===== config.mk =====
export PLATFORM = sky130hd
export DESIGN_NAME = ahl_ctrl
export DESIGN_NICKNAME = d
export VERILOG_FILES = /design/src/hdl/ahl_pkg.sv /design/src/hdl/ahl_ctrl.sv
export SDC_FILE = /design/constraint.sdc
export NUM_CORES = 1
export LEC_CHECK = 0
export BUFFER_PORTS_ARGS = -buffer_cell sky130_fd_sc_hd__buf_2
export CAP_MARGIN = 15
export CORE_MARGIN = 2
export CORE_UTILIZATION = 35
export DETAILED_ROUTE_END_ITERATION = 10
export GPL_ROUTABILITY_DRIVEN = 0
export HOLD_SLACK_MARGIN = 0.02
export PLACE_DENSITY = 0.58
export SKIP_LAST_GASP = 1
export SLEW_MARGIN = 20
export SYNTH_ARGS = -nofsm -noshare
export SYNTH_HDL_FRONTEND = slang
export SYNTH_SLANG_ARGS = --single-unit

===== constraint.sdc =====
create_clock -name clk -period 3.3 [get_ports clk]
set_input_delay 0.165 -clock clk [delete_from_list [all_inputs] [get_ports clk]]
set_output_delay 0.165 -clock clk [all_outputs]
set_load 0.01 [all_outputs]

===== src/hdl/ahl_pkg.sv =====
// ----------------------------------------------------------------------------
// ahl_pkg
// shared types and codes of the allocation ledger hash table
// ----------------------------------------------------------------------------
package ahl_pkg;

    localparam logic [31:0] GOLDEN = 32'd2654435761;

    localparam logic [1:0] OP_ALLOC = 2'd0;
    localparam logic [1:0] OP_FREE  = 2'd1;

    localparam logic [2:0] ST_RECORDED = 3'd0;
    localparam logic [2:0] ST_FULL     = 3'd1;
    localparam logic [2:0] ST_NULL     = 3'd2;
    localparam logic [2:0] ST_FREED    = 3'd3;
    localparam logic [2:0] ST_UNKNOWN  = 3'd4;
    localparam logic [2:0] ST_READ     = 3'd5;
    localparam logic [2:0] ST_UNUSED   = 3'd6;

    typedef struct packed {
        logic [31:0] pc;
        logic [31:0] live;
        logic [31:0] lifetime;
        logic [31:0] peak;
        logic [31:0] blocks;
        logic [31:0] calls;
    } site_rec_t;

    typedef enum logic [4:0] {
        CMD_NONE,
        CMD_CLR,
        CMD_LATCH,
        CMD_NULL,
        CMD_RD_EMPTY,
        CMD_SITE_RD_SEL,
        CMD_RD_RES,
        CMD_HASH_A,
        CMD_SET_H,
        CMD_SLOT_RD_H,
        CMD_PROBE_NEXT,
        CMD_MISS,
        CMD_UNKNOWN,
        CMD_SRCH_INIT,
        CMD_SITE_RD_I,
        CMD_SRCH_NEXT,
        CMD_SITE_FOUND,
        CMD_SITE_NOMATCH,
        CMD_SITE_RD_S,
        CMD_ALLOC_UPD,
        CMD_FREE_SITE,
        CMD_FREE_UPD,
        CMD_RJ_RD,
        CMD_RJ_TAKE,
        CMD_SET_K,
        CMD_RK_RD,
        CMD_RK_NEXT,
        CMD_RK_PUT,
        CMD_PUB
    } cmd_t;

    typedef enum logic [4:0] {
        S_CLR,
        S_IDLE,
        S_DEC,
        S_RRES,
        S_HASH,
        S_PRD,
        S_PCHK,
        S_SRD,
        S_SCHK,
        S_SRDS,
        S_AUPD,
        S_FUPD,
        S_RJRD,
        S_RJCHK,
        S_RHASH,
        S_RKRD,
        S_RKCHK,
        S_OUT
    } state_t;

    typedef struct packed {
        logic in_valid;
        logic clr_last;
        logic op_alloc;
        logic op_free;
        logic a_zero;
        logic sel_ok;
        logic hash_done;
        logic slot_zero;
        logic slot_hit;
        logic tries_over;
        logic srch_more;
        logic site_match;
        logic out_free;
    } dp_status_t;

endpackage


===== src/hdl/ahl_ctrl.sv =====
// ----------------------------------------------------------------------------
// ahl_ctrl
// sequencer for clear, probe, site search, update and run reinsertion
// ----------------------------------------------------------------------------
module ahl_ctrl (
    input  logic                clk,
    input  logic                rst_n,
    input  ahl_pkg::dp_status_t st,
    output ahl_pkg::cmd_t       cmd,
    output logic                in_ready
);
    ahl_pkg::state_t state_reg;
    ahl_pkg::state_t state_next;

    always_ff @(posedge clk or negedge rst_n)
    begin
        if (!rst_n)
        begin
            state_reg <= ahl_pkg::S_CLR;
        end
        else
        begin
            state_reg <= state_next;
        end
    end

    always_comb
    begin
        state_next = state_reg;
        cmd        = ahl_pkg::CMD_NONE;
        in_ready   = 1'b0;
        case (state_reg)
            ahl_pkg::S_CLR:
            begin
                cmd = ahl_pkg::CMD_CLR;
                if (st.clr_last)
                begin
                    state_next = ahl_pkg::S_IDLE;
                end
            end
            ahl_pkg::S_IDLE:
            begin
                in_ready = 1'b1;
                if (st.in_valid)
                begin
                    cmd        = ahl_pkg::CMD_LATCH;
                    state_next = ahl_pkg::S_DEC;
                end
            end
            ahl_pkg::S_DEC:
            begin
                if (!st.op_alloc && !st.op_free)
                begin
                    if (st.sel_ok)
                    begin
                        cmd        = ahl_pkg::CMD_SITE_RD_SEL;
                        state_next = ahl_pkg::S_RRES;
                    end
                    else
                    begin
                        cmd        = ahl_pkg::CMD_RD_EMPTY;
                        state_next = ahl_pkg::S_OUT;
                    end
                end
                else if (st.a_zero)
                begin
                    cmd        = ahl_pkg::CMD_NULL;
                    state_next = ahl_pkg::S_OUT;
                end
                else
                begin
                    cmd        = ahl_pkg::CMD_HASH_A;
                    state_next = ahl_pkg::S_HASH;
                end
            end
            ahl_pkg::S_RRES:
            begin
                cmd        = ahl_pkg::CMD_RD_RES;
                state_next = ahl_pkg::S_OUT;
            end
            ahl_pkg::S_HASH:
            begin
                if (st.hash_done)
                begin
                    cmd        = ahl_pkg::CMD_SET_H;
                    state_next = ahl_pkg::S_PRD;
                end
            end
            ahl_pkg::S_PRD:
            begin
                cmd        = ahl_pkg::CMD_SLOT_RD_H;
                state_next = ahl_pkg::S_PCHK;
            end
            ahl_pkg::S_PCHK:
            begin
                if (st.op_alloc)
                begin
                    if (st.slot_zero)
                    begin
                        cmd        = ahl_pkg::CMD_SRCH_INIT;
                        state_next = ahl_pkg::S_SRD;
                    end
                    else if (st.tries_over)
                    begin
                        cmd        = ahl_pkg::CMD_MISS;
                        state_next = ahl_pkg::S_OUT;
                    end
                    else
                    begin
                        cmd        = ahl_pkg::CMD_PROBE_NEXT;
                        state_next = ahl_pkg::S_PRD;
                    end
                end
                else
                begin
                    if (st.slot_hit)
                    begin
                        cmd        = ahl_pkg::CMD_FREE_SITE;
                        state_next = ahl_pkg::S_FUPD;
                    end
                    else if (st.slot_zero || st.tries_over)
                    begin
                        cmd        = ahl_pkg::CMD_UNKNOWN;
                        state_next = ahl_pkg::S_OUT;
                    end
                    else
                    begin
                        cmd        = ahl_pkg::CMD_PROBE_NEXT;
                        state_next = ahl_pkg::S_PRD;
                    end
                end
            end
            ahl_pkg::S_SRD:
            begin
                if (st.srch_more)
                begin
                    cmd        = ahl_pkg::CMD_SITE_RD_I;
                    state_next = ahl_pkg::S_SCHK;
                end
                else
                begin
                    cmd        = ahl_pkg::CMD_SITE_NOMATCH;
                    state_next = ahl_pkg::S_SRDS;
                end
            end
            ahl_pkg::S_SCHK:
            begin
                // record already in the read register on a match
                if (st.site_match)
                begin
                    cmd        = ahl_pkg::CMD_SITE_FOUND;
                    state_next = ahl_pkg::S_AUPD;
                end
                else
                begin
                    cmd        = ahl_pkg::CMD_SRCH_NEXT;
                    state_next = ahl_pkg::S_SRD;
                end
            end
            ahl_pkg::S_SRDS:
            begin
                cmd        = ahl_pkg::CMD_SITE_RD_S;
                state_next = ahl_pkg::S_AUPD;
            end
            ahl_pkg::S_AUPD:
            begin
                cmd        = ahl_pkg::CMD_ALLOC_UPD;
                state_next = ahl_pkg::S_OUT;
            end
            ahl_pkg::S_FUPD:
            begin
                cmd        = ahl_pkg::CMD_FREE_UPD;
                state_next = ahl_pkg::S_RJRD;
            end
            ahl_pkg::S_RJRD:
            begin
                cmd        = ahl_pkg::CMD_RJ_RD;
                state_next = ahl_pkg::S_RJCHK;
            end
            ahl_pkg::S_RJCHK:
            begin
                if (st.slot_zero)
                begin
                    state_next = ahl_pkg::S_OUT;
                end
                else
                begin
                    cmd        = ahl_pkg::CMD_RJ_TAKE;
                    state_next = ahl_pkg::S_RHASH;
                end
            end
            ahl_pkg::S_RHASH:
            begin
                if (st.hash_done)
                begin
                    cmd        = ahl_pkg::CMD_SET_K;
                    state_next = ahl_pkg::S_RKRD;
                end
            end
            ahl_pkg::S_RKRD:
            begin
                cmd        = ahl_pkg::CMD_RK_RD;
                state_next = ahl_pkg::S_RKCHK;
            end
            ahl_pkg::S_RKCHK:
            begin
                if (st.slot_zero)
                begin
                    cmd        = ahl_pkg::CMD_RK_PUT;
                    state_next = ahl_pkg::S_RJRD;
                end
                else
                begin
                    cmd        = ahl_pkg::CMD_RK_NEXT;
                    state_next = ahl_pkg::S_RKRD;
                end
            end
            ahl_pkg::S_OUT:
            begin
                if (st.out_free)
                begin
                    cmd        = ahl_pkg::CMD_PUB;
                    state_next = ahl_pkg::S_IDLE;
                end
            end
            default:
            begin
                state_next = ahl_pkg::S_IDLE;
            end
        endcase
    end
endmodule

==> run_results.csv <==
group,metric,value,unit
worst_setup_path,crit_arrival,2.27,ns
global_route,antenna_found_initial,0,
synth,ys.flop_type,"dfrtp_1",
floorplanning,die_h,56.37,µm
sta,skew,0.004399,ns
sta,slew_headroom,42.86,%
clock_tree,clkSinkCount,5,
sta,fin_crit_sh,73.75,%
final_layout,final_cells,182,
synth,ys_types,54,
global_route,overflow,0,
final_layout,antenna_cells,0,
final_layout,final_layout_size_suffix_gt1_share,21.71,%
global_route,grt_pass1_wl,4664,µm
global_route,grt_pass1_vias,979,
route,ant_nets,0,
worst_setup_path,critPathKind,"reg2out",
floorplanning,die_w,56.37,µm
sta,layout_min_cycle_time,2.434,ns
synth,syn_nets,155,
clock_tree,h-tree-depth,1,
worst_setup_path,cp_slowest_cell,"dfrtp_1",
pwr,p_sw_share,54.75,%
synth,synth-edff-count,0,
sta,clock.fmax,410.9,MHz
run_status,outcome,"finished, final reports clean",
worst_setup_path,critPathTopFamily,"simple AND/OR/NAND/NOR gates",
worst_setup_path,rrSetupSlack,1.05,ns
clock_tree,root_buffer,"clkbuf_4",
flow_run,drv_cap,0,
placement,post-place-cells,177,
route,drc_errors,0,
synth,syn_area,959.7,µm²
synth,syn_inst,140,
placement,place_ws,1.098,ns
route,wirelength,2942,µm
sta,whs,0.2668,ns
clock_tree,cts-buffers-inserted,3,
global_route,grt.total_usage,18.17,%
route,routedWlPerCell,16.16,µm
pwr,combPwrFrac,64.4,%
pwr,pwr-share-seq,27.4,%
sta,finalHoldViolations,0,
final_layout,area_growth,11.08,%
synth,synth_top_area_share,13.04,%
route,drt_iter0_drc,55,
sta,setup_slack,0.8661,ns
pwr,power,859.2,µW
min_path,hp-class,"in2async",
floorplanning,initial_core_util,37.71,%
clock_tree,tritoncts,"built",
worst_setup_path,cp-end-kind,"output port",
sta,finalSetupViolCount,0,
sta,worstMarginPinSlew,0.8571,ns
synth,ys_top_cells_by_count,"nor2_1, nand2_1, o21ai_0",
sta,tns,0,ns
worst_setup_path,critPathLaunchType,"register",
route,drt_first_pass_iters,5,
synth,yosys_register_bits,5,
pwr,cellPowerDensity,806.0,mW/mm²
synth,async_flop_share,100.0,%
pwr,p_switching,470.4,µW
clock_tree,cts.clk_slew.worst_paths,0.05,ns
worst_setup_path,max_stage_delay,0.79,ns
worst_setup_path,worstPathRequired,3.13,ns
floorplanning,num_io_pins,21,
synth,syn_avg_cell_area,6.855,µm²
final_layout,final_area,0.001066,mm²
worst_setup_path,cp_num_buf_inv,1,
placement,port_buffers,20,
synth,ys_warn_count,0,
placement,hpwl,2155,µm
clock_tree,clk_latency,0.24,ns
clock_tree,cts_setup_buffers,0,
synth,yosysTopAreaCell,"dfrtp_1",
final_layout,final_nets,168,
sta,slew_viol_final,0,
final_layout,final_util,41.89,%
synth,synthTopCellsByArea,"dfrtp_1, o21ai_0, nor2_1, a21oi_1, nand2_1",
route,via_per_inst,6.137,
worst_setup_path,cp_max_fo,22,
floorplanning,coreArea,0.002545,mm²
pwr,p_int,388.7,µW
pwr,power_leakage,0.4469,nW
placement,placed_area,0.001030,mm²
pwr,peakVddDrop,0.5361,mV
worst_setup_path,reg2reg_depth,5,
worst_setup_path,crit_chain,"nor2b_1 > nand3_1 > o21ai_0 > nor2_1 > o211ai_1 > buf_2",
global_route,grt_max_degree,29,
route,vias,1117,
pwr,power_frac_clock,8.2,%
synth,yosysMostFrequentCell,"nor2_1",
clock_tree,clockBufferDepth,2,
final_layout,nFillCells,286,
final_layout,largest_reg_flops,5,
synth,seq_area_frac_synth,13.04,%
worst_setup_path,path_depth,6,
floorplanning,dieArea,0.003177,mm²
floorplanning,row_count,18,
sta,rsz0062_at_grt,"no",
cells in the final DEF (no fill, tap or decap), types with 2 or more instances in the layout:
master and count:
a211o_1 2, a21oi_1 9, a22oi_1 4, and3b_1 2, buf_2 20, clkbuf_4 3
dfrtp_1 5, inv_1 6, nand2_1 12, nand2b_1 2, nand3_1 7, nand4_1 2
nor2_1 16, nor2b_1 3, nor3_1 4, nor3b_1 2, nor4_1 3, o21ai_0 12
o22ai_1 2, or4_1 2
what timing repair did:
item | CTS | global route
endpoints found under the hold margin | 5 | 0
hold buffers | 1 | 0
resized for setup | 0 | 0
path summary, 6_finish.rpt:
check,start,to
worst min-delay path,rst_n,state_reg[0]
max in group asynchronous,rst_n,state_reg[2]
worst max register to register,state_reg[2],state_reg[4]
min in group clk,st[1],state_reg[2]
worst min register to register,state_reg[4],state_reg[2]
worst max-delay path,state_reg[3],cmd[1]
final cells by class:
type | instances | area, µm² | area share [%]
inverter | 6 | 22.52 | 2.113
multi-input combinational | 116 | 744.5 | 69.84
clock buffer | 4 | 26.28 | 2.465
sequential | 5 | 125.1 | 11.74
tap | 30 | 37.54 | 3.521
timing repair buffer | 21 | 110.1 | 10.33
power groups by stage:
stage               Clock [mW]  Sequential [mW]  Combinational, mW
floorplan                    0           0.0999              0.543
global placement             0            0.228              0.555
detailed placement           0            0.230              0.546
CTS                     0.0732            0.231              0.551
global route            0.0786            0.247              0.606
finish                  0.0706            0.236              0.553
routing by layer:
layer  global-route usage [%]  vias up  part of all wire, %
met5                        0        -                    0
met4                    2.381        0                  1.8
li1                         -      548                    -
met2                    28.91       38                   48
met3                    3.226        6                  5.2
met1                    26.18      525                   45
kinds of logic after synthesis:
kind of cell / Yosys count / synth area share [%]
xor gates and xnor gates: 1 / 0.9128
AOI/OAI and AO/OA: 47 / 35.60
and+or+nand+nor: 66 / 38.85
buffers and inverters: 19 / 9.388
DFF: 5 / 13.04
muxes: 2 / 2.216
No activity file was read; power rests on OpenSTA's default activity.
